==> config.mk <==
export PLATFORM = sky130hd
export DESIGN_NAME = tosa_queue
export DESIGN_NICKNAME = d
export VERILOG_FILES = /design/src/sv/tosa_pkg.sv /design/src/sv/tosa_queue.sv
export SDC_FILE = /design/constraint.sdc
export NUM_CORES = 1
export LEC_CHECK = 0
export CAP_MARGIN = 20
export CORE_MARGIN = 1
export CORE_UTILIZATION = 23
export DETAILED_ROUTE_END_ITERATION = 7
export DONT_BUFFER_PORTS = 1
export PLACE_DENSITY = 0.45
export REMOVE_ABC_BUFFERS = 1
export SYNTH_ARGS = -nofsm -noshare
export SYNTH_HDL_FRONTEND = slang
export SYNTH_SLANG_ARGS = --single-unit
==> constraint.sdc <==
create_clock -name clk -period 2.9 [get_ports clk]
set_clock_uncertainty 0.2 [all_clocks]
set_input_delay 0.145 -clock clk [delete_from_list [all_inputs] [get_ports clk]]
set_output_delay 0.145 -clock clk [all_outputs]
set_load 0.05 [all_outputs]
==> src/sv/tosa_pkg.sv <==
// Types and constants shared by the stillness alarm modules.
`default_nettype none
package tosa_pkg;
	localparam int ID_W        = 16;
	localparam int CLS_W       = 8;
	localparam int BOX_W       = 12;
	localparam int CNT_W       = 16;
	localparam int MTH_W       = 14;
	localparam int SLOT_MAX_W  = 6;
	localparam int CRD_MAX_W   = 18;
	localparam int IN_DATA_W   = 72;
	localparam int OUT_DATA_W  = 40;
	localparam int CFG_IDX_W   = 1;
	localparam int CFG_DATA_W  = 16;

	localparam logic [CFG_IDX_W-1:0] REG_MOVE_THR = 1'b0;
	localparam logic [CFG_IDX_W-1:0] REG_TIME_THR = 1'b1;

	localparam logic [CLS_W-1:0] UNDERWATER_CLASS = 8'd1;
	localparam logic [15:0]      UNFILLED_DIST    = 16'd200;
	localparam logic [CNT_W-1:0] COUNT_MAX        = 16'hFFFF;
	localparam logic [MTH_W-1:0] MOVE_THR_RESET   = 14'd20;
	localparam logic [CNT_W-1:0] TIME_THR_RESET   = 16'd30;

	// one classified item on its way from the front to the back
	typedef struct packed {
		logic                  frame_end;
		logic                  miss;
		logic                  fresh;
		logic [SLOT_MAX_W-1:0] slot;
		logic [ID_W-1:0]       id;
		logic [CLS_W-1:0]      cls;
		logic [CRD_MAX_W-1:0]  cx;
		logic [CRD_MAX_W-1:0]  cy;
	} cmd_t;

	typedef struct packed {
		logic             kind;
		logic [ID_W-1:0]  id;
		logic             drowning;
		logic [CNT_W-1:0] still;
		logic             table_full;
		logic             frame_alarm;
	} res_t;
endpackage
`default_nettype wire

==> src/sv/tosa_queue.sv <==
// Short queue of classified items between front and back.
`default_nettype none
module tosa_queue (
	input  wire logic            clk,
	input  wire logic            arst_n,
	input  wire logic            push,
	input  wire tosa_pkg::cmd_t  din,
	output logic                 full,
	input  wire logic            pop,
	output tosa_pkg::cmd_t       dout,
	output logic                 empty
);
	import tosa_pkg::*;

	localparam int DEPTH = 4;
	localparam int PW    = $clog2(DEPTH);

	cmd_t            mem_q [DEPTH];
	logic [PW-1:0]   wp_q, rp_q;
	logic [PW:0]     cnt_q;

	assign full  = cnt_q == (PW+1)'(DEPTH);
	assign empty = cnt_q == '0;
	assign dout  = mem_q[rp_q];

	always_ff @(posedge clk or negedge arst_n) begin
		if (!arst_n) begin
			wp_q  <= '0;
			rp_q  <= '0;
			cnt_q <= '0;
		end else begin
			if (push) wp_q <= wp_q + 1'b1;
			if (pop)  rp_q <= rp_q + 1'b1;
			if (push && !pop)      cnt_q <= cnt_q + 1'b1;
			else if (pop && !push) cnt_q <= cnt_q - 1'b1;
		end
	end

	always_ff @(posedge clk) begin
		if (push) mem_q[wp_q] <= din;
	end
endmodule
`default_nettype wire

# == Word level (Yosys, flattened, before mapping) ==
# Memory sizes are Yosys's and may differ from the RTL's.
# Index checks and enable logic that the tools add are counted.
# op_classes
n_mux,4
n_eq_ne,1
n_reduce_logical,6
add_sub_neg,4
# op_table
operator,count
$mux 3,2
$add 2x1->2 const B,2
$add 3x1->3 const B,1
$eq 3x3->1 const B,1
$logic_not 3->1,1
$sub 3x1->3 const B,1
$logic_and 1x1->1,2
$logic_not 1->1,2
$mux 1,2
$reduce_bool 2->1,1
# totals
memories,1
inputBits,73
ram_bits,276
output_inout_bits,71
regBits,7
elab_cells,19
# memory_table
memory,depth,width,rd,rd_clocked_by_memory_dff,wr,line,source
mem_q,4,69,1,0,1,tosa_queue.sv:18,cmd_t mem_q [DEPTH];

# == Depth between registers and ports, before layout ==
# Gate-level depths: netlist (run 1).
# logic_depth
ltp_word,4
depth_mapped,7

# == Worst setup path after synthesis (run 1) ==
# OpenSTA, ideal clock, no wires.
# synth_path
path_type,register -> register
from,reg wp_q[0]
to,"mem mem_q[2][0] (netlist bit), enable pin"
stages_incl_launch_ff,4
synth_period_minus_slack_ns,2.867
n_path_buf,0
path_slack_ns,0.033
t_arrival_ns,2.233
setup_time_ns,0.435
cell_sequence,dfrtp_1 > inv_1 > ha_1 > and2_1
# synth_lines
item,line,source
from (decl),tosa_queue.sv:19,"logic [PW-1:0] wp_q, rp_q;"
from (signal assigned),tosa_queue.sv:32,if (push) wp_q <= wp_q + 1'b1;
to (decl),tosa_queue.sv:18,
# Straight into the memory's write port.

==> flow_summary.yaml, run 1 <==
outcome:
  status: "finished clean"
die:
  start_util_pct: 23.4
  die_area_sq_um: 46200
  die_w_microns: 215
  fp.coreArea_sq_um: 44500
  top_level_ports: 144
  die_h_microns: 215
  fp-row-count: 77
timing:
  fin_crit_ns: 2.66
  finalMaxSlewViolations: 0
  hold_viol: 0
  setup_violations: 0
  worst_pin_slew_ns: 0.834
  fin_ws_ns: 0.236
  finalCritPeriodShare_pct: 91.9
  tns_ns: 0
  grt_setup_unrepaired: "false"
  slew_headroom_pct: 44.1
  fmax_ghz: 0.375
route:
  vias: 4393
  drt-total-wl_microns: 20500
  drt-pass1-iter-count: 6
  drtAntennaViolNets: 0
  detail_route.wl_per_cell_microns: 18.4
  vias_per_cell: 3.93
  drt_iter0_drc: 183
  drcViolationCount: 0
final_layout:
  drive_above_1_share_pct: 26.7
  fillCellCount: 4364
  layout_common_cells: "edfxtp_1, dlygate4sd3_1, mux4_2, clkbuf_16, buf_12"
  seqCellArea_sq_um: 8470
  final_core_util_pct: 29.2
  nNetsFinal: 580
  area_growth_pct: 24.6
  final_cell_area_sq_um: 13000
  diodes: 0
  final_common_cell: "edfxtp_1"
  multi_input_area_sq_um: 1770
worst_setup_path:
  crit_required_ns: 2.56
  worstSetupPathType: "flop to output pin"
  critPathCaptureType: "output pin"
  critPathBufInv: 2
  path_cells: "buf_12 > buf_4 > mux4_2"
  critPathMaxStageDelay_ns: 0.68
  cp-start-kind: "flop"
  worstPathMaxFanout: 15
  crit_family: "multiplexers"
  critPathSlowestCell: "mux4_2"
  critPathArrivalTime_ns: 2.32
worst_hold_path:
  hp-class: "input pin to flop"
power_and_ir_drop:
  power_leakage_nw: 4.10
  vdd_drop_max_uv: 477
  powerDensity_nw_per_um2: 1130
synth:
  synthCells: 395
  ys.flop_type: "edfxtp_1"
  netlist.top_cell.by_area: "edfxtp_1"
  synth.area.top_cells: "edfxtp_1, mux4_2, dfrtp_1"
  synth_seq_area_share_pct: 81.2
  synthArstFlopShare_pct: 2.47
  syn_area_sq_um: 10400
  synth_area_per_cell_sq_um: 26.4
  synth-seq-cells: 283
  yosysWarnings: 0
  synth_top_area_share_pct: 79.5
  synthDistinctLibCells: 20
  synth_edf_count: 276
cts:
  clkTransAtPathRegs_ns: 0.06
  cts_tree: "built"
  root_buffer: "clkbuf_16"
  cts.sinks: 283
  cts_htree_levels: 1
  post_cts_resized: 0
  insertion_delay_ns: 0.55
  clk_path_buf_depth: 3
  numCtsBuffers: 30
global_routing:
  grt_pass1_vias: 5061
  grt_max_degree: 41
  grt_pass1_wl_microns: 31400
  grt_usage_pct: 9.00
  antenna_found_initial: 0
  grt_overflow: 0
placement:
  dp_slack_ns: 0.774
  gp_congestion: 0.697
  place_area_sq_um: 11200
  dp_hpwl_microns: 12700
  io_buffers: 0
run:
  cap_violations: 0
## report_power, final
part / leakage [nW] / total [W] / switching [W] / internal, W
clock: 0.497 / 0.00382 / 0.00148 / 0.00234
combinational: 0.987 / 0.00523 / 0.00379 / 0.00144
sequential: 2.62 / 0.00562 / 0.000263 / 0.00536
total: 4.10 / 0.0147 / 0.00553 / 0.00914
## cells by family after synthesis
logic type	synth area share [%]
simple gates	0.468
buf+inv	1.97
mux	15.0
fa+ha+maj	0.792
xor+xnor	0.504
compound gates	0.0480
flops	81.2
## synthesized netlist by cell type, drive strengths merged, types with 2 or more instances
cell type,instances
nand2,2
and2,4
ha,5
buf,15
xnor2,2
inv,4
edfxtp,276
dfrtp,7
xor2,4
mux4,69
## area by class of cell
| type | instances | area share (%) |
|---|---|---|
| Timing Repair Buffer | 90 | 7.48 |
| Clock inverter | 15 | 1.18 |
| Multi-Input combinational cell | 92 | 13.7 |
| Inverter | 4 | 0.116 |
| Clock buffer | 41 | 6.65 |
| Sequential cell | 283 | 65.2 |
| Tap cell | 592 | 5.70 |
## worst paths after layout
check | startpoint | cells past startpoint | to | slack (ns)
worst min register to register | cnt_q[2] | 1 | cnt_q[2] | 0.30
worst max register to register | wp_q[1] | 4 | mem_q[1][35] | 0.88
max in group asynchronous | arst_n | 2 | rp_q[0] | 1.95
worst max-delay path | rp_q[0] | 3 | dout[40] | 0.24
worst min-delay path | din[56] | 1 | mem_q[3][56] | 0.10
min in group asynchronous | arst_n | 2 | cnt_q[1] | 0.26
## timing repair
action                    CTS  global route
hold buffers               73             0
setup buffers               0             0
hold endpoints to repair  377             0
## metal layers
| metal | up-vias | GRT usage (%) | share of wire [%] |
|---|---|---|---|
| met2 | 115 | 15.5 | 51 |
| met1 | 2341 | 10.7 | 41 |
| li1 | 1909 | - | - |
| met3 | 28 | 2.66 | 6.2 |
| met5 | - | 0 | 0 |
| met4 | 0 | 2.93 | 2.1 |
## registers in the layout (all words and copies together) (netlist names)
register  cells
mem_q       276
wp_q          2
rp_q          2
cnt_q         3
## through the flow
| step | hold slack (ns) | cells | total power (W) |
|---|---|---|---|
| finish | 0.102 | 1117 | 0.0147 |
| global route | 0.0787 | 1117 | 0.0153 |
| CTS | 0.0660 | 1117 | 0.0150 |
| detailed placement | -0.350 | 988 | 0.0110 |
| global placement | -0.350 | 988 | 0.0109 |
| floorplan | -0.351 | 379 | 0.00994 |
Power figures use the tool's default switching activity.
==> run 2, diff against run 1 <==
--- a/config.mk
+++ b/config.mk
@@ -5,12 +5,13 @@
 export SDC_FILE = /design/constraint.sdc
 export NUM_CORES = 1
 export LEC_CHECK = 0
+export ABC_CLOCK_PERIOD_IN_PS = 2900
 export CAP_MARGIN = 20
 export CORE_MARGIN = 1
 export CORE_UTILIZATION = 23
 export DETAILED_ROUTE_END_ITERATION = 7
 export DONT_BUFFER_PORTS = 1
-export PLACE_DENSITY = 0.45
+export PLACE_DENSITY = 0.42
 export REMOVE_ABC_BUFFERS = 1
 export SYNTH_ARGS = -nofsm -noshare
 export SYNTH_HDL_FRONTEND = slang
==> flow_summary.yaml, run 2 (synthesized netlist as in run 1, its figures left out) <==
worst_setup_path:
  critPathCaptureType: "output pin"
  worstSetupPathType: "flop to output pin"
  worstPathMaxFanout: 23
  path_cells: "buf_12 > mux4_2"
  cp-start-kind: "flop"
  rrSetupSlack_ns: 0.87
  critPathArrivalTime_ns: 2.30
  critPathMaxStageDelay_ns: 0.71
  crit_required_ns: 2.56
  critPathSlowestCell: "dfrtp_4"
final_layout:
  largest_register_ffs: 276
  final_cell_area_sq_um: 13000
  instances_no_fill: 1114
  top_regs: "mem_q (276), cnt_q (3)"
  drive_above_1_share_pct: 25.7
  final_common_cell: "edfxtp_1"
  area_growth_pct: 24.6
  top_register: "mem_q"
  layout_common_cells: "edfxtp_1, dlygate4sd3_1, mux4_2, clkbuf_16, buf_4"
  nNetsFinal: 580
timing:
  slew_headroom_pct: 40.8
  finalCritPeriodShare_pct: 91.1
  fmax_ghz: 0.378
  grt_setup_unrepaired: "false"
  finalMaxSlewViolations: 0
  fin_crit_ns: 2.64
  hold_viol: 0
  worst_pin_slew_ns: 0.884
  setup_violations: 0
  tns_ns: 0
global_routing:
  grt_usage_pct: 9.36
  grt_overflow: 0
  antenna_found_initial: 2
  grt_pass1_wl_microns: 32200
  grt_max_degree: 30
  grt_pass1_vias: 5101
die:
  die_area_sq_um: 46200
  top_level_ports: 144
  fp.coreArea_sq_um: 44500
  fp-row-count: 77
  die_h_microns: 215
  die_w_microns: 215
  start_util_pct: 23.4
power_and_ir_drop:
  power_leakage_nw: 4.10
  powerDensity_nw_per_um2: 1140
  finalPower_w: 0.0149
  vdd_drop_max_uv: 569
route:
  drt-pass1-iter-count: 4
  detail_route.wl_per_cell_microns: 19.3
  vias: 4423
  vias_per_cell: 3.97
  drtAntennaViolNets: 0
  drt-total-wl_microns: 21500
  drt_iter0_drc: 207
  drcViolationCount: 0
placement:
  placed_cells: 988
  place_area_sq_um: 11200
  gp_congestion: 0.676
  io_buffers: 0
  dp_hpwl_microns: 13300
cts:
  cts_htree_levels: 1
  cts.sinks: 283
  clkTransAtPathRegs_ns: 0.06
  holdBufCountCts: 73
  numCtsBuffers: 30
  root_buffer: "clkbuf_16"
  post_cts_resized: 0
  clk_path_buf_depth: 3
  insertion_delay_ns: 0.56
  post_cts_buffers: 0
  cts_tree: "built"
outcome:
  status: "finished clean"
run:
  cap_violations: 0
worst_hold_path:
  hp-class: "input pin to flop"
run 2: layout make-up:
class,count,area [sq um]
timing repair buffer,90,946
sequential,283,8470
clock inverter,15,246
fill,4352,31500
tap,592,741
clock buffer,37,798
antenna,1,2.50
multi-input combinational,92,1770
inverter,4,15.0
run 2: final timing paths:
check	to	start	cells past startpoint
setup / recovery	dout[0]	rp_q[0]	2
hold / removal	mem_q[2][57]	din[57]	1
setup reg to reg	mem_q[1][63]	wp_q[1]	4
hold reg to reg	cnt_q[2]	cnt_q[2]	1
max in group asynchronous	rp_q[1]	arst_n	2
min in group asynchronous	cnt_q[0]	arst_n	2
run 2: worst max-delay path: cells and delay by family, from the launching register on:
| kind | cells | cell delay (ns) |
|---|---|---|
| mux | 1 | 0.70 |
| buf+inv | 1 | 0.29 |
| flops | 1 | 0.71 |
run 2: routing by layer:
layer	track usage, %	share of wire, %	wire length [microns]
met5	0	0.046	10
met4	2.95	2.8	613
met3	3.09	6.1	1320
met2	16.7	52	11300
met1	10.5	38	8280
run 2: metrics by stage:
step                util, %  hold WS (ns)  setup slack [ns]
finish                 29.2        0.0936             0.258
global route           29.2        0.0692            0.0997
CTS                    29.2        0.0438             0.150
detailed placement     25.2        -0.350             0.779
global placement       25.2        -0.350             0.781
floorplan                 -        -0.351             -1.22
run 2: power breakdown:
group	switching (W)	internal (W)	leakage (nW)
Clock	0.00145	0.00255	0.504
Combinational	0.00371	0.00140	0.981
Sequential	0.000392	0.00536	2.62
Total	0.00555	0.00930	4.10
