## config.mk

```make
export PLATFORM = sky130hd
export DESIGN_NAME = tosa_front
export DESIGN_NICKNAME = d
export VERILOG_FILES = /design/src/sv/tosa_pkg.sv /design/src/sv/tosa_front.sv
export SDC_FILE = /design/constraint.sdc
export NUM_CORES = 1
export LEC_CHECK = 0
export BUFFER_PORTS_ARGS = -buffer_cell sky130_fd_sc_hd__buf_2
export CAP_MARGIN = 25
export CORE_MARGIN = 1
export CORE_UTILIZATION = 37
export CTS_BUF_LIST = sky130_fd_sc_hd__clkbuf_16
export CTS_CLUSTER_SIZE = 28
export DETAILED_ROUTE_END_ITERATION = 12
export GPL_ROUTABILITY_DRIVEN = 0
export PLACE_DENSITY = 0.66
export SYNTH_ARGS = -nofsm -noshare
export SYNTH_HDL_FRONTEND = slang
export SYNTH_SLANG_ARGS = --single-unit
```

## constraint.sdc

```tcl
create_clock -name clk -period 2.9 [get_ports clk]
set_input_delay 0.145 -clock clk [delete_from_list [all_inputs] [get_ports clk]]
set_output_delay 0.145 -clock clk [all_outputs]
set_load 0.02 [all_outputs]
```

## src/sv/tosa_pkg.sv

```systemverilog
// Types and constants shared by the stillness alarm modules.
`default_nettype none
package tosa_pkg;
	localparam int ID_W        = 16;
	localparam int CLS_W       = 8;
	localparam int BOX_W       = 12;
	localparam int CNT_W       = 16;
	localparam int MTH_W       = 14;
	localparam int SLOT_MAX_W  = 6;
	localparam int CRD_MAX_W   = 18;
	localparam int IN_DATA_W   = 72;
	localparam int OUT_DATA_W  = 40;
	localparam int CFG_IDX_W   = 1;
	localparam int CFG_DATA_W  = 16;

	localparam logic [CFG_IDX_W-1:0] REG_MOVE_THR = 1'b0;
	localparam logic [CFG_IDX_W-1:0] REG_TIME_THR = 1'b1;

	localparam logic [CLS_W-1:0] UNDERWATER_CLASS = 8'd1;
	localparam logic [15:0]      UNFILLED_DIST    = 16'd200;
	localparam logic [CNT_W-1:0] COUNT_MAX        = 16'hFFFF;
	localparam logic [MTH_W-1:0] MOVE_THR_RESET   = 14'd20;
	localparam logic [CNT_W-1:0] TIME_THR_RESET   = 16'd30;

	// one classified item on its way from the front to the back
	typedef struct packed {
		logic                  frame_end;
		logic                  miss;
		logic                  fresh;
		logic [SLOT_MAX_W-1:0] slot;
		logic [ID_W-1:0]       id;
		logic [CLS_W-1:0]      cls;
		logic [CRD_MAX_W-1:0]  cx;
		logic [CRD_MAX_W-1:0]  cy;
	} cmd_t;

	typedef struct packed {
		logic             kind;
		logic [ID_W-1:0]  id;
		logic             drowning;
		logic [CNT_W-1:0] still;
		logic             table_full;
		logic             frame_alarm;
	} res_t;
endpackage
`default_nettype wire

```

## src/sv/tosa_front.sv

```systemverilog
// Track table lookup, allocation and frame-end eviction.
`default_nettype none
module tosa_front #(
	parameter int MAX_TRACKS = 16,
	parameter int COORD_BITS = 12
) (
	input  wire logic                          clk,
	input  wire logic                          arst_n,
	input  wire logic                          acc,
	input  wire logic                          mode,
	input  wire logic [tosa_pkg::IN_DATA_W-1:0] data,
	output tosa_pkg::cmd_t                     cmd
);
	import tosa_pkg::*;

	localparam int SW = $clog2(MAX_TRACKS);
	localparam int CW = COORD_BITS + 2;

	logic [MAX_TRACKS-1:0] valid_q;
	logic [MAX_TRACKS-1:0] seen_q;
	logic [ID_W-1:0]       tag_q [MAX_TRACKS];

	logic [ID_W-1:0]  id;
	logic [15:0]      bx16, by16, bw16, bh16;
	logic [CW-1:0]    cx, cy;
	logic             hit_any, free_any;
	logic [SW-1:0]    hit_idx, free_idx, slot;

	assign id   = data[15:0];
	assign bx16 = 16'(data[35:24]);
	assign by16 = 16'(data[47:36]);
	assign bw16 = 16'(data[59:48]);
	assign bh16 = 16'(data[71:60]);
	assign cx = CW'({bx16[COORD_BITS-1:0], 1'b0}) + CW'(bw16[COORD_BITS-1:0]);
	assign cy = CW'({by16[COORD_BITS-1:0], 1'b0}) + CW'(bh16[COORD_BITS-1:0]);

	// lowest matching and lowest free entry
	always_comb begin
		hit_any  = 1'b0;
		free_any = 1'b0;
		hit_idx  = '0;
		free_idx = '0;
		for (int k = MAX_TRACKS - 1; k >= 0; k--) begin
			if (valid_q[k] && tag_q[k] == id) begin
				hit_any = 1'b1;
				hit_idx = SW'(k);
			end
			if (!valid_q[k]) begin
				free_any = 1'b1;
				free_idx = SW'(k);
			end
		end
	end

	assign slot = hit_any ? hit_idx : free_idx;

	always_comb begin
		cmd.frame_end = mode;
		cmd.miss      = !hit_any && !free_any;
		cmd.fresh     = !hit_any;
		cmd.slot      = SLOT_MAX_W'(slot);
		cmd.id        = id;
		cmd.cls       = data[23:16];
		cmd.cx        = CRD_MAX_W'(cx);
		cmd.cy        = CRD_MAX_W'(cy);
	end

	always_ff @(posedge clk or negedge arst_n) begin
		if (!arst_n) begin
			valid_q <= '0;
			seen_q  <= '0;
		end else if (acc) begin
			if (mode) begin
				// evict tracks not seen since the last frame end
				valid_q <= valid_q & seen_q;
				seen_q  <= '0;
			end else if (hit_any || free_any) begin
				valid_q[slot] <= 1'b1;
				seen_q[slot]  <= 1'b1;
			end
		end
	end

	always_ff @(posedge clk) begin
		if (acc && !mode && !hit_any && free_any) begin
			tag_q[free_idx] <= id;
		end
	end
endmodule
`default_nettype wire

```

Word level (Yosys, flattened, before mapping):

Memories as Yosys holds them, arrays and structs flattened.
Cells that the tools add are included.

* $lt $le $gt $ge: 2
* eq/ne operators: 16
* bitwise logic cells: 3
* add/sub/neg operators: 2
* muxes and demuxes: 73
* reductions and logical operators: 27

Operators with widths (number)
* $eq A16 B16 Y1: 16
* $mux W4: 33
* $mux W16: 4
* $mux W1: 35
* $or A16 B16 Y16: 2
* $add A13 B12 Y14: 2
* $logic_and A1 B1 Y1: 21
* $and A16 B16 Y16: 1
* $lt A4 B5 Y1 const B: 1
* $demux W1 S4: 1
* $ge A4 B1 Y1 const B: 1
* $logic_not A1 Y1: 3
* $reduce_and A2 Y1: 1
* $reduce_bool A2 Y1: 1
* $logic_or A1 B1 Y1: 1

* input bits: 76
* memory bits (writable): 256
* memories kept: 1
* logic and storage cells: 126
* output and inout port bits: 69
* register bits: 32

Memories
* tag_q: words 16, bits a word 16, read ports 16, clocked after memory_dff 0, write ports 1, RTL line tosa_front.sv:21 `logic [ID_W-1:0] tag_q [MAX_TRACKS];`

Depth between registers and ports, before layout:

Gate-level depths: netlist (run 1).
An unclocked memory read counts as a cell.

* depth in word-level cells: 27
* mapped depth: 12
* depth with buffers taken out: 12

Worst setup path after synthesis (run 1):

Ideal clock, no wire load.

* path kind: input port to flip-flop
* start point: in data[0] in the netlist's numbering
* end point: mem tag_q[14][0] (enable)
* library setup time: 388 ps
* data required time: 2512 ps
* arrival time: 3018 ps
* cell stages on the path: 11
* path buffers: 2
* setup slack: -507 ps
* cell sequence: buf_2 > buf_2 > xnor2_1 > nand4_1 > nor4_1 > a32o_1 > or4b_4 > nor2b_4 > and3b_1 > nand4_1 > nor2_1

RTL lines
* from (decl): RTL line tosa_front.sv:11 `input wire logic [tosa_pkg::IN_DATA_W-1:0] data,`
* to (decl): RTL line tosa_front.sv:21

==> impl_metrics.prom, run 1 <==
# TYPE chip_impl_metric gauge
chip_impl_info{name="criticalPathCategory",value="reg -> out"} 1
chip_impl_metric{name="clock-sinks",unit=""} 288
chip_impl_info{name="synthTopCellsByCount",value="edfxtp_1, xnor2_1, xor2_1"} 1
chip_impl_metric{name="antenna_cells_inserted",unit=""} 0
chip_impl_info{name="min-delay-start",value="data[9]"} 1
chip_impl_metric{name="vdd_ir_drop_max",unit="mV"} 0.522
chip_impl_metric{name="grt_first_pass_wirelength",unit="mm"} 56.0
chip_impl_metric{name="hold_path_depth",unit=""} 2
chip_impl_metric{name="area.growth.synth_to_final",unit="%"} 34.7
chip_impl_info{name="worst_path_max_delay_cell",value="or4_4"} 1
chip_impl_metric{name="cts.path.max_buffers",unit=""} 3
chip_impl_info{name="dominantRegCellSynth",value="edfxtp_1"} 1
chip_impl_metric{name="leakage",unit="nW"} 6.82
chip_impl_metric{name="synth_fa_ha_area_share",unit="%"} 2.25
chip_impl_metric{name="synthesized_area_divided_by_synthesized_cell_count",unit="um^2"} 12.9
chip_impl_metric{name="final_max_slew_viol_count",unit=""} 0
chip_impl_metric{name="final-hold-violation-count",unit=""} 0
chip_impl_info{name="failing_checks",value="setup timing"} 1
chip_impl_metric{name="r2r.worst_path.cells",unit=""} 12
chip_impl_metric{name="place.port_buffers",unit=""} 114
chip_impl_info{name="run_status",value="finished, violations left"} 1
chip_impl_metric{name="detailed_place_hpwl",unit="mm"} 25.4
chip_impl_metric{name="final_area",unit="um^2"} 18900
chip_impl_metric{name="detail-route-antenna-nets",unit=""} 0
chip_impl_metric{name="muxShareOfSynthArea",unit="%"} 0
chip_impl_info{name="clock_tree_from_tritoncts",value="built"} 1
chip_impl_metric{name="synth_compound_area_share",unit="%"} 5.95
chip_impl_metric{name="layout_min_cycle_time",unit="ps"} 3410
chip_impl_info{name="critPathCaptureType",value="output pin"} 1
chip_impl_metric{name="cp_data_required_time",unit="ps"} 2760
chip_impl_metric{name="pwr_cell_area",unit="nW/um^2"} 550
chip_impl_info{name="crit_path_start_kind",value="register"} 1
chip_impl_metric{name="die_width",unit="um"} 197
chip_impl_info{name="timing.hold.worst_endpoint",value="tag_q[0][9]"} 1
chip_impl_metric{name="critical-path-max-stage-delay",unit="ps"} 540
chip_impl_info{name="r2r-end",value="seen_q[14]"} 1
chip_impl_info{name="min_delay_worst_type",value="in -> reg"} 1
chip_impl_metric{name="ys_ff_latch",unit=""} 288
chip_impl_metric{name="syn-instance-count",unit=""} 1085
chip_impl_metric{name="max_cap_viol_count",unit=""} 0
chip_impl_info{name="reg_to_reg_start",value="tag_q[3][15]"} 1
chip_impl_metric{name="worst_ep_arrival_time",unit="ps"} 3270
chip_impl_metric{name="dpl_cell_area",unit="um^2"} 16800
chip_impl_metric{name="wl",unit="mm"} 37.8
chip_impl_metric{name="synth.lib_cells_used.distinct",unit=""} 59
chip_impl_info{name="rsz0062_at_grt",value="true"} 1
chip_impl_metric{name="initial_core_util",unit="%"} 38.0
chip_impl_metric{name="timing.final.ws_setup",unit="ps"} -512
chip_impl_metric{name="drive_above_1_share",unit="%"} 33.9
chip_impl_info{name="synth_top_family_by_area",value="XOR/XNOR gates"} 1
chip_impl_metric{name="yosys.area_share.xor_xnor",unit="%"} 16.7
chip_impl_metric{name="initialDrtViolationCount",unit=""} 716
chip_impl_metric{name="htreeDepth",unit=""} 1
chip_impl_info{name="cp_cell_sequence",value="xor2_1 -> or4_4 -> or4_4 -> o22a_1 -> or4b_4 -> nor2b_4 -> buf_6 -> a21o_1 -> buf_6 -> nand2b_4 -> buf_6"} 1
chip_impl_metric{name="drcViolationCount",unit=""} 0
chip_impl_metric{name="top_level_ports",unit=""} 145
chip_impl_info{name="synth_most_common_cell",value="edfxtp_1"} 1
chip_impl_metric{name="number_of_buffers_added_by_the_clock_tree_synthesis_step",unit=""} 30
chip_impl_metric{name="utilization",unit="%"} 51.1
chip_impl_metric{name="worst_clock_skew",unit="ps"} 14.1
chip_impl_metric{name="synth_async_sr_flop_share",unit="%"} 11.1
chip_impl_metric{name="regArea",unit="um^2"} 8490
chip_impl_metric{name="grt-ovfl-total",unit=""} 0
chip_impl_info{name="timing.critical_path.mode_cell",value="buf_6"} 1
chip_impl_info{name="post-synth-top-area-cell",value="edfxtp_1"} 1
chip_impl_metric{name="finalHoldWorstSlack",unit="ps"} 6.02
chip_impl_metric{name="track_usage",unit="%"} 19.1
chip_impl_metric{name="die_y",unit="um"} 197
chip_impl_metric{name="core.rowCount",unit=""} 70
chip_impl_metric{name="die_area",unit="um^2"} 38700
chip_impl_metric{name="synthSimpleGateAreaFrac",unit="%"} 10.4
chip_impl_metric{name="detailedRoute.firstPassIterationCount",unit=""} 5
chip_impl_metric{name="seq_area_frac_synth",unit="%"} 60.5
chip_impl_info{name="synth_area_leaders",value="edfxtp_1, xnor2_1, dfrtp_1"} 1
chip_impl_metric{name="crit_path_max_fanout",unit=""} 4
chip_impl_metric{name="multi_input_area",unit="um^2"} 5520
chip_impl_metric{name="grt_max_degree",unit=""} 33
chip_impl_metric{name="grt_pass1_vias",unit=""} 9644
chip_impl_metric{name="synth_edf_count",unit=""} 256
chip_impl_metric{name="clk_latency",unit="ps"} 570
chip_impl_metric{name="avgViaCountPerCell",unit=""} 5.11
chip_impl_metric{name="timing.final.crit_share",unit="%"} 118
chip_impl_metric{name="cts.reportedPaths.clkPinSlew",unit="ps"} 60
chip_impl_metric{name="timing.reg2reg.setup_slack",unit="ps"} -340
chip_impl_info{name="root_driver",value="clkbuf_16"} 1
chip_impl_metric{name="finalSetupViolCount",unit=""} 294
chip_impl_metric{name="final_net_count",unit=""} 1505
chip_impl_metric{name="count_of_filler_cells_inserted_in_the_layout",unit=""} 3120
chip_impl_metric{name="detailroute.via_count",unit=""} 9882
chip_impl_metric{name="syn-cell-area",unit="um^2"} 14000
chip_impl_metric{name="placement.setup.worst_slack",unit="ps"} -328
chip_impl_metric{name="antenna_violations_before_repair",unit=""} 0
chip_impl_metric{name="coreArea",unit="um^2"} 37000
chip_impl_metric{name="max-slew-margin-rel",unit="%"} 36.6
chip_impl_metric{name="number_of_warnings_printed_during_yosys_synthesis",unit=""} 0
chip_impl_metric{name="synthDominantCellAreaShare",unit="%"} 54.8
chip_impl_metric{name="worstMarginPinSlew",unit="ps"} 949
chip_impl_metric{name="wl_per_cell",unit="um"} 19.6
chip_impl_metric{name="max_freq",unit="MHz"} 293
## logic make-up after synthesis
| logic type | count (synthesis) |
|---|---|
| buffers and inverters | 102 |
| xor gates and xnor gates | 268 |
| adders and majority gates | 24 |
| other | 1 |
| AOI/OAI and AO/OA | 132 |
| DFF | 288 |
| and+or+nand+nor | 270 |
## flip-flops by register name, indices dropped and copies added (netlist names)
| signal | flops |
|---|---|
| tag_q | 256 |
| seen_q | 16 |
| valid_q | 16 |
## layout by cell type (no fill, tap or decap), types with 4 or more instances in the layout
master,Yosys,final
or3_1,9,8
nand2_1,47,44
nand2b_1,6,4
xnor2_1,179,178
buf_6,3,25
buf_4,38,155
or4_4,0,6
buf_12,0,41
nor4_2,0,11
xor2_1,89,87
buf_2,29,108
a21o_1,4,4
clkinv_2,0,7
clkbuf_16,0,39
edfxtp_1,256,256
conb_1,1,10
or4_1,12,6
o21ai_1,7,7
inv_1,29,36
nand3b_1,4,4
o21ai_2,4,28
o21ai_0,59,34
nor4_1,25,12
o211ai_1,4,4
nor2_1,51,34
o41ai_1,4,4
nor2_4,0,16
nand4_1,50,50
ha_1,22,22
nand3_1,28,26
a21boi_1,0,6
nor3_1,20,17
a21oi_1,13,11
dfrtp_1,32,32
dlygate4sd3_1,0,12
## how the worst max path moves through the flow
| stage | startpoint | cells after the start | end |
|---|---|---|---|
| final | tag_q[3][15] | 11 | cmd[61] |
| after global routing | tag_q[3][15] | 11 | cmd[61] |
| after CTS | tag_q[3][15] | 11 | cmd[61] |
| after detailed placement | data[12] | 12 | valid_q[4] |
| after global placement | data[12] | 12 | valid_q[0] |
| after floorplan | tag_q[0][1] | 9 | tag_q[12][0] |
## power by group
part / internal, mW / switching [mW]
clock network: 2.16 / 1.61
registers: 4.66 / 0.0694
logic: 0.768 / 1.12
## layout make-up
class / count / area share [%]
multi-input combinational: 704 / 29.2
tap: 504 / 3.34
clock buffer: 32 / 4.24
timing repair buffer: 352 / 16.9
clock inverter: 24 / 0.900
sequential: 288 / 44.9
inverter: 29 / 0.576
## critical path: cells and delay by family (launching register included)
kind	cells	cell delay [ps]
flip-flops	1	370
XOR/XNOR	1	160
buffers and inverters	3	370
AND/OR/NAND/NOR	5	1400
AO/OA/AOI/OAI	2	400
## stage by stage
stage / total power [mW] / TNS [ps] / cells
finish: 10.4 / -55170 / 1933
global route: 10.7 / -77260 / 1933
CTS: 10.4 / -45980 / 1926
detailed placement: 6.49 / -66570 / 1834
global placement: 6.47 / -45780 / 1834
floorplan: 5.79 / -30380 / 1094
## metal layers
| layer | share of wire [%] | vias up | global-route usage, % |
|---|---|---|---|
| li1 | - | 4552 | - |
| met1 | 43 | 4854 | 26.1 |
| met2 | 46 | 395 | 30.8 |
| met3 | 7.2 | 81 | 3.20 |
| met4 | 3.2 | 0 | 6.83 |
| met5 | 0 | - | 0 |
## what timing repair did
action | in CTS | in global routing
endpoints found under the hold margin | 53 | 1
hold buffers | 11 | 1
setup endpoints to repair | 295 | 300
buffers inserted | 23 | 6
resized for setup | 117 | 50
gates cloned | 6 | 3
pin swaps | 41 | 17
(Power assumes the default switching activity.)
==> run 2, diff against run 1 <==
==> constraint.sdc (replaced) <==
create_clock -name clk -period 2.9 [get_ports clk]
set_input_delay 0.435 -clock clk [delete_from_list [all_inputs] [get_ports clk]]
set_output_delay 0.435 -clock clk [all_outputs]
set_load 0.02 [all_outputs]
==> impl_metrics.prom, run 2 (synthesis gave the netlist of run 1 again) <==
# TYPE chip_impl_metric gauge
chip_impl_metric{name="max-slew-margin-rel",unit="%"} 38.3
chip_impl_metric{name="finalSetupViolCount",unit=""} 297
chip_impl_metric{name="p_clk_share",unit="%"} 33.3
chip_impl_metric{name="finalHoldWorstSlack",unit="ps"} 135
chip_impl_metric{name="final_max_slew_viol_count",unit=""} 0
chip_impl_info{name="reg_to_reg_start",value="tag_q[3][12]"} 1
chip_impl_metric{name="max_freq",unit="MHz"} 277
chip_impl_metric{name="clock-sinks",unit=""} 288
chip_impl_info{name="crit_path_start_kind",value="register"} 1
chip_impl_metric{name="grt_first_pass_wirelength",unit="mm"} 53.2
chip_impl_metric{name="drive_above_1_share",unit="%"} 37.2
chip_impl_metric{name="drcViolationCount",unit=""} 0
chip_impl_metric{name="placement.setup.worst_slack",unit="ps"} -906
chip_impl_metric{name="grt_max_degree",unit=""} 33
chip_impl_metric{name="detail-route-antenna-nets",unit=""} 0
chip_impl_info{name="clock_tree_from_tritoncts",value="built"} 1
chip_impl_metric{name="cell_internal_pwr",unit="mW"} 7.47
chip_impl_metric{name="detailroute.via_count",unit=""} 9668
chip_impl_metric{name="utilization",unit="%"} 50.9
chip_impl_metric{name="place.port_buffers",unit=""} 114
chip_impl_metric{name="number_of_flip_flops_in_the_largest_register",unit=""} 256
chip_impl_metric{name="core.rowCount",unit=""} 70
chip_impl_metric{name="timing.final.crit_share",unit="%"} 124
chip_impl_metric{name="worst_ep_arrival_time",unit="ps"} 3170
chip_impl_info{name="critical_path.startpoint",value="tag_q[3][12]"} 1
chip_impl_metric{name="pwr-share-seq",unit="%"} 46.2
chip_impl_metric{name="number_of_buffers_added_by_the_clock_tree_synthesis_step",unit=""} 29
chip_impl_metric{name="antenna_cells_inserted",unit=""} 0
chip_impl_metric{name="combinationalPowerShare",unit="%"} 20.5
chip_impl_metric{name="grt-ovfl-total",unit=""} 0
chip_impl_info{name="largest_register",value="tag_q"} 1
chip_impl_metric{name="grt_pass1_vias",unit=""} 9386
chip_impl_metric{name="clk_latency",unit="ps"} 550
chip_impl_metric{name="leakage",unit="nW"} 6.80
chip_impl_info{name="run_status",value="finished, violations left"} 1
chip_impl_metric{name="wl_per_cell",unit="um"} 18.3
chip_impl_metric{name="timing.final.ws_setup",unit="ps"} -710
chip_impl_info{name="r2r-end",value="valid_q[15]"} 1
chip_impl_metric{name="antenna_violations_before_repair",unit=""} 2
chip_impl_metric{name="avgViaCountPerCell",unit=""} 4.99
chip_impl_metric{name="die_y",unit="um"} 197
chip_impl_info{name="root_driver",value="clkbuf_16"} 1
chip_impl_info{name="largest_registers",value="tag_q: 256 flops, seen_q: 16 flops, valid_q: 16 flops"} 1
chip_impl_metric{name="finalSetupTns",unit="ps"} -49420
chip_impl_metric{name="worstMarginPinSlew",unit="ps"} 923
chip_impl_metric{name="pwr_cell_area",unit="nW/um^2"} 544
chip_impl_metric{name="worst_clock_skew",unit="ps"} 8.59
chip_impl_info{name="rsz0062_at_grt",value="true"} 1
chip_impl_info{name="layout_common_cells",value="edfxtp_1, buf_4, xnor2_1, buf_2, xor2_1"} 1
chip_impl_metric{name="layout_min_cycle_time",unit="ps"} 3610
chip_impl_info{name="critPathCaptureType",value="output pin"} 1
chip_impl_metric{name="cts.reportedPaths.clkPinSlew",unit="ps"} 60
chip_impl_metric{name="detailed_place_hpwl",unit="mm"} 25.2
chip_impl_metric{name="detailedRoute.firstPassIterationCount",unit=""} 4
chip_impl_metric{name="timing.reg2reg.setup_slack",unit="ps"} -450
chip_impl_info{name="endpoint",value="cmd[61]"} 1
chip_impl_metric{name="final-hold-violation-count",unit=""} 0
chip_impl_metric{name="r2r.worst_path.cells",unit=""} 13
chip_impl_metric{name="track_usage",unit="%"} 18.0
chip_impl_info{name="failing_checks",value="setup timing"} 1
chip_impl_metric{name="cp_data_required_time",unit="ps"} 2470
chip_impl_metric{name="initialDrtViolationCount",unit=""} 631
chip_impl_info{name="mostFrequentLayoutCell",value="edfxtp_1"} 1
chip_impl_metric{name="count_of_filler_cells_inserted_in_the_layout",unit=""} 3193
chip_impl_metric{name="max_cap_viol_count",unit=""} 0
chip_impl_metric{name="power.switching",unit="mW"} 2.77
chip_impl_metric{name="htreeDepth",unit=""} 1
chip_impl_metric{name="die_width",unit="um"} 197
chip_impl_metric{name="initial_core_util",unit="%"} 38.0
chip_impl_info{name="min_delay_worst_type",value="in -> reg"} 1
chip_impl_metric{name="dpl_cell_area",unit="um^2"} 17000
chip_impl_metric{name="top_level_ports",unit=""} 145
chip_impl_metric{name="wl",unit="mm"} 35.5
chip_impl_metric{name="die_area",unit="um^2"} 38700
chip_impl_metric{name="cts.path.max_buffers",unit=""} 3
chip_impl_metric{name="area.growth.synth_to_final",unit="%"} 34.1
chip_impl_metric{name="final_area",unit="um^2"} 18800
chip_impl_info{name="criticalPathCategory",value="reg -> out"} 1
chip_impl_metric{name="crit_path_max_fanout",unit=""} 2
chip_impl_metric{name="coreArea",unit="um^2"} 37000
chip_impl_metric{name="vdd_ir_drop_max",unit="mV"} 0.563
chip_impl_metric{name="power.switching_fraction",unit="%"} 27.1
chip_impl_metric{name="final_net_count",unit=""} 1511
-- run 2: changes by cell type in the layout (fill, tap and decap cells not counted), sizes merged --
cell,previous run,this run
inv,39,41
buf,333,358
dlygate4sd3,12,1
bufinv,2,0
clkbuf,39,30
clkinvlp,1,0
-- run 2: metrics by stage --
stage,std cells,total power [mW]
floorplan,1094,5.82
global placement,1863,6.65
detailed placement,1863,6.69
CTS,1928,10.2
global route,1937,10.6
finish,1937,10.2
-- run 2: worst min-delay path by stage --
| stage | to | depth (start not counted) | slack, ps | startpoint |
|---|---|---|---|---|
| after global routing | tag_q[15][6] | 1 | 120 | data[6] |
| after floorplan | seen_q[0] | 0 | 140 | arst_n |
| after CTS | tag_q[15][6] | 1 | 120 | data[6] |
| after detailed placement | seen_q[12] | 2 | 480 | seen_q[12] |
| after global placement | seen_q[1] | 2 | 460 | seen_q[1] |
| final | tag_q[15][6] | 1 | 130 | data[6] |
-- run 2: what timing repair did --
action                                  in CTS  in global routing
endpoints found under the setup margin     303                305
buffers inserted                            11                  9
hold buffers                                 1                  0
gates resized for setup                     85                 91
pin swaps                                   32                 52
endpoints found under the hold margin       32                  0
-- run 2: power groups by stage --
stage | clock [mW] | sequential, mW | combinational, mW
global placement | 0 | 4.81 | 1.84
CTS | 3.47 | 4.73 | 2.00
detailed placement | 0 | 4.81 | 1.88
floorplan | 0 | 4.81 | 1.01
finish | 3.41 | 4.73 | 2.10
global route | 3.64 | 4.74 | 2.25
-- run 2: area by class of cell --
| type | instances | area, um^2 | share of cell area (%) |
|---|---|---|---|
| Clock inverter | 23 | 109 | 0.578 |
| Tap cell | 504 | 631 | 3.35 |
| Clock buffer | 30 | 751 | 3.99 |
| Sequential cell | 288 | 8490 | 45.1 |
| Multi-Input combinational cell | 704 | 5750 | 30.5 |
| Inverter | 29 | 109 | 0.578 |
| Timing Repair Buffer | 359 | 2990 | 15.9 |
-- run 2: layer usage --
metal	routed length [um]	vias up	GRT usage, %
met5	13	-	0
met4	871	2	5.05
met1	15900	4737	24.4
li1	-	4556	-
met2	16600	322	29.7
met3	2070	51	2.87
-- run 2: worst max-delay path, stage by stage, from the launching register on --
cell and delay (ps):
edfxtp_1 380, xor2_1 170, or4_4 540, or4_4 420
o22a_1 260, or4b_4 240, nor2b_4 40, buf_6 110
a21o_1 190, nand2b_4 160, buf_6 130
